## config.mk

```make
export PLATFORM = sky130hd
export DESIGN_NAME = arll_ram
export DESIGN_NICKNAME = d
export VERILOG_FILES = /design/src/sv/arll_ram.sv
export SDC_FILE = /design/constraint.sdc
export NUM_CORES = 2
export LEC_CHECK = 0
export ABC_CLOCK_PERIOD_IN_PS = 2600
export BUFFER_PORTS_ARGS = -buffer_cell sky130_fd_sc_hd__buf_2
export CAP_MARGIN = 40
export CORE_MARGIN = 4
export CORE_UTILIZATION = 55
export CTS_BUF_LIST = sky130_fd_sc_hd__clkbuf_2 sky130_fd_sc_hd__clkbuf_4 sky130_fd_sc_hd__clkbuf_8
export DETAILED_ROUTE_END_ITERATION = 10
export HOLD_SLACK_MARGIN = 0.02
export PLACE_DENSITY = 0.68
export SETUP_SLACK_MARGIN = 0.3
export SYNTH_ARGS = -nofsm -noshare
export SYNTH_HDL_FRONTEND = slang
export SYNTH_SLANG_ARGS = --single-unit
```

## constraint.sdc

```tcl
create_clock -name i_clk -period 2.6 [get_ports i_clk]
set_input_delay 0.39 -clock i_clk [delete_from_list [all_inputs] [get_ports i_clk]]
set_output_delay 0.39 -clock i_clk [all_outputs]
set_load 0.03 [all_outputs]
```

## src/sv/arll_ram.sv

```systemverilog
module arll_ram #(
    parameter int WIDTH = 8,
    parameter int DEPTH = 256
) (
    input  logic                     i_clk,
    input  logic                     i_we,
    input  logic [$clog2(DEPTH)-1:0] i_waddr,
    input  logic [WIDTH-1:0]         i_wdata,
    input  logic [$clog2(DEPTH)-1:0] i_raddr,
    output logic [WIDTH-1:0]         o_rdata
);

    logic [WIDTH-1:0] r_mem [DEPTH];
    logic [WIDTH-1:0] r_rdata;

    always_ff @(posedge i_clk) begin
        if (i_we) begin
            r_mem[i_waddr] <= i_wdata;
        end
        r_rdata <= r_mem[i_raddr];
    end

    assign o_rdata = r_rdata;

endmodule

```

==> Word level (Yosys, flattened, before mapping) <==
Memories as Yosys holds them, arrays and structs flattened. A register that Yosys moved wholly into a read port is not among the register bits.
Index checks and enable logic that the tools add are counted.
{ "op_classes": {"n_addsub": 0, "multipliers": 0, "div": 0, "n_lt_le_gt_ge": 0, "eq_ne": 0, "shifts": 0, "mux": 2, "bitwise_logic": 0, "reduce_logical": 0} }
{ "ops": {"columns": ["cell", "n"], "rows": [
  ["1-bit two-way mux", 2]
]} }
{ "word_totals": {"register_bits": 0, "latch_bits": 0, "ramBits": 2048, "rom_bits": 0, "input_bits": 26, "elab_cells": 3, "n_memories": 1} }
{ "mem_list": {"columns": ["memory", "depth", "width", "read_ports", "rd_ports_with_merged_regs", "wr", "line", "text"], "rows": [
  ["r_mem", 256, 8, 1, 1, 1, "13", "logic [WIDTH-1:0] r_mem [DEPTH];"]
]} }

==> Logic depth before layout (Yosys ltp) <==
{ "logic_depth": {"depth_word": 2, "depth_mapped": 11, "mapped_depth_nobuf": 6} }

==> Least setup slack after synthesis <==
Ideal clock, no wire load.
{ "synth_timing": {"path_type": "in2reg", "from": "in i_raddr[0]", "to": "reg r_rdata[2] (netlist: o_rdata[2]), read port of r_mem", "t_arrival_ps": 2197, "required_ps": 2469, "slack_ps": 272, "stages": 9, "path_buffers": 4, "path_cell_list": "buf_6 > buf_12 > buf_8 > buf_2 > mux4_2 > a22oi_1 > a21oi_1 > nor4_1 > nor4_2"} }
{ "synth_rtl": {"columns": ["item", "line", "text"], "rows": [
  ["start, declared", "9", "input logic [$clog2(DEPTH)-1:0] i_raddr,"],
  ["end, declared", "14", "logic [WIDTH-1:0] r_rdata;"]
]} }

==> metrics.md <==
| Metric | Value |
|---|---|
| Largest stage delay, worst path | 0.67 ns |
| Worst Setup Start Kind | register |
| Pre-Repair DR Iteration Count | 6 |
| Rows | 139 |
| Initial antenna violation count | 16 |
| Initial core utilization | 0.554 |
| Fin crit period | 2.35 ns |
| Worst-Skew Late Latency | 0.99 ns |
| Clk sinks | 2,056 |
| Post-Synth Adder-Cell Area | 0 |
| Root buffer cell | clkbuf_8 |
| Avg Inst Size Synth | 21.3 sq um |
| IO Count | 34 |
| Slowest CP cell | nor4_2 |
| Crit end category | register |
| Port-buffer cells | 33 |
| Core footprint | 144,000 sq um |
| Arr. time, crit path | 3.18 ns |
| Simple-gate portion of the synthesized area | 0.0263 |
| PwrDens | 713 nW/um^2 |
| Largest net degree at the start of global routing | 106 |
| Main synth FF type | edfxtp_1 |
| H-tree Lvls | 5 |
| Synth Area in Compound Gates | 0.0342 |
| Critical Path RT | 3.44 ns |
| FF-to-FF Start | r_mem[208][4]$_DFFE_PP_ |
| Routed Antenna Nets | 0 |
| DR WL/cell | 29.5 um |
| Post-synthesis instance total | 3,733 |
| CTS Buf Count | 336 |
| Slew Limit Fails | 0 |
| Critical Path Source | r_mem[208][4]$_DFFE_PP_ |
| Crit-path cells | mux4_2 -> a22oi_1 -> a21oi_1 -> nor4_2 -> nor4_1 |
| Full die area | 151,000 sq um |
| Reg2reg end | o_rdata[4]$_DFF_P_ |
| Slew Limit Headroom | 0.349 |
| First-pass GRT wire length | 288,000 um |
| Setup TNS | 0 ns |
| Final Skew | 0.0594 ns |
| Worst-margin pin slew | 0.977 ns |
| Cells on worst reg2reg path | 5 |
| Post-route clock period utilization | 0.903 |
| Max IR drop VDD | 0.525 mV |
| R2R setup slack | 0.25 ns |
| DRC | 0 |
| Via total after detailed routing | 42,000 |
| Critical Path End | o_rdata[4]$_DFF_P_ |
| Number of global-route vias before repair | 42,400 |
| Synthesis Warnings | 0 |
| Max Cap Viol | 0 |
| Mux share of post-synthesis cell area | 0.146 |
| Status | completed |
| WP buf/inv | 0 |
| GRT overflow | 0 |
| Largest family of logic cells by synthesized area | multiplexers |
| Worst path depth | 5 |
| CP delay by family, top | simple AND/OR/NAND/NOR gates |
| Post-CTS Repair Setup Buffers | 0 |
| WL final | 198,000 um |
| Final hold vios | 0 |
| RSZ-0062 raised after global routing | yes |
| Fraction of layout cells with a size suffix above 1 | 0.361 |
| WHS Path Cells | 4 |
| Yosys reg bits | 2,056 |
| Seq/Total Area, Yosys | 0.775 |
| DP HPWL | 127,000 um |
| First DRT Iteration DRCs | 5,411 |
| Layout filler cell count | 9,560 |
| Overall power | 66.5 mW |
| Post-synth EDFFs | 2,048 |
| Peak Freq | 426 MHz |
| XOR/XNOR share of the synthesized area | 0 |
| Area Growth Syn to Fin | 17.4% |
| All-Layer GR Usage | 0.263 |
| Chip height | 388 um |
| Synthesized cell area | 79,600 sq um |
| TritonCTS clock tree | yes |
| Final Net Count | 4,610 |
| Cell variety after synth | 55 |
| Worst Path Max Fanout | 1 |
| P_leak | 30.6 nW |
| Layout Utilization | 0.650 |
| Hold/Removal Path Class | in2reg |
| RD Place Congestion | 0.870 |
| Clock buffer depth | 4 |
| Chip width | 388 um |
| Vias per inst | 6.26 |
| WS Path Type | reg2reg |
| Async SR Flop Fraction | 0 |
| Synth Net Count | 3,759 |
| Setup violators final | 0 |
| Clk slew on worst S/H paths | 0.07 ns |
## stage by stage
step | std cells | setup WS [ns] | area, sq um | hold slack, ns
after floorplan | 3733 | 0.290 | 79600 | 0.489
after global placement | 6132 | -0.976 | 86800 | 0.838
after detailed placement | 6138 | -0.913 | 86900 | 0.852
after CTS | 6701 | 0.262 | 93300 | 0.0265
after global routing | 6704 | 0.197 | 93400 | 0.0661
final | 6708 | 0.253 | 93400 | 0.117
## where the power goes
part	switching, mW	internal, mW
logic	2.32	1.56
registers	0.0713	36.5
clock network	11.9	14.1
## logic make-up after synthesis
kind of cell / Yosys count
AO/OA/AOI/OAI: 385
AND/OR/NAND/NOR: 466
flip-flops: 2056
buffers and inverters: 235
multiplexers: 591
## layer usage
layer | share of wire | routed length [um] | vias to the layer above | track usage
met5 | 0.00027 | 54 | - | 0
met2 | 0.48 | 94500 | 2235 | 0.409
met1 | 0.39 | 76200 | 21900 | 0.371
met3 | 0.10 | 20400 | 378 | 0.0652
li1 | - | - | 17400 | -
met4 | 0.033 | 6600 | 8 | 0.0906
## cells in the final DEF (no fill, tap or decap), types with 6 or more instances in the layout
master and n:
a211oi_1 13, a21oi_1 96, a221oi_1 7, a221oi_2 6
a22o_1 8, a22oi_1 131, buf_12 62, buf_2 24
buf_4 633, buf_8 7, clkbuf_4 109, clkbuf_8 348
clkinv_1 70, clkinv_2 18, diode_2 7, dlygate4sd3_1 11
edfxtp_1 2048, mux2i_1 134, mux4_2 455, nand2_1 33
nand2b_1 8, nand3_1 31, nand4_1 10, nor2_1 277
nor2b_1 28, nor3_1 16, nor4_1 15, nor4_2 11
o211ai_1 10, o21ai_0 10, o221ai_1 44, o22ai_1 28
## worst reg2reg max path, cell delays in order (launching register included)
cell	delay (ns)
edfxtp_1	0.37
mux4_2	0.47
a22oi_1	0.44
a21oi_1	0.14
nor4_2	0.67
nor4_1	0.11
## worst min-delay path by stage
stage | start | end
after global routing | i_waddr[2] | r_mem[158][5]$_DFFE_PP_
after detailed placement | i_wdata[0] | r_mem[226][0]$_DFFE_PP_
final | i_waddr[2] | r_mem[156][2]$_DFFE_PP_
after floorplan | i_wdata[0] | r_mem[0][0]$_DFFE_PP_
after global placement | i_wdata[0] | r_mem[226][0]$_DFFE_PP_
after CTS | i_waddr[2] | r_mem[156][2]$_DFFE_PP_
## sequential cells by signal (all words and copies together), names as in the netlist
name	flops
o_rdata	8
r_mem	2048
## layout make-up
cell class,count,area [sq um],area share
Antenna cell,7,17.5,0.000188
Clock buffer,454,5570,0.0596
Clock inverter,98,524,0.00562
Inverter,2,7.51,0.0000804
Multi-Input combinational cell,1442,16800,0.180
Sequential cell,2056,61700,0.660
Tap cell,1903,2380,0.0255
Timing Repair Buffer,746,6440,0.0690
## timing repair
item                                    in CTS  in global routing
endpoints found under the setup margin      10                 10
hold buffers                                11                  0
hold endpoints to repair                   516                  0
pin swaps                                    5                  4
gates resized for setup                     36                 17
## synth_stat cells, drive strengths merged, types with 31 or more instances
library cell,count,area share
a21oi,96,0.0060
a22oi,133,0.013
buf,122,0.013
clkbuf,111,0.0052
edfxtp,2048,0.77
mux2i,134,0.017
mux4,456,0.13
nand2,33,0.0016
nand3,34,0.0021
nor2,282,0.013
nor2b,31,0.0024
o221ai,47,0.0053
Power figures use the tool's default switching activity.
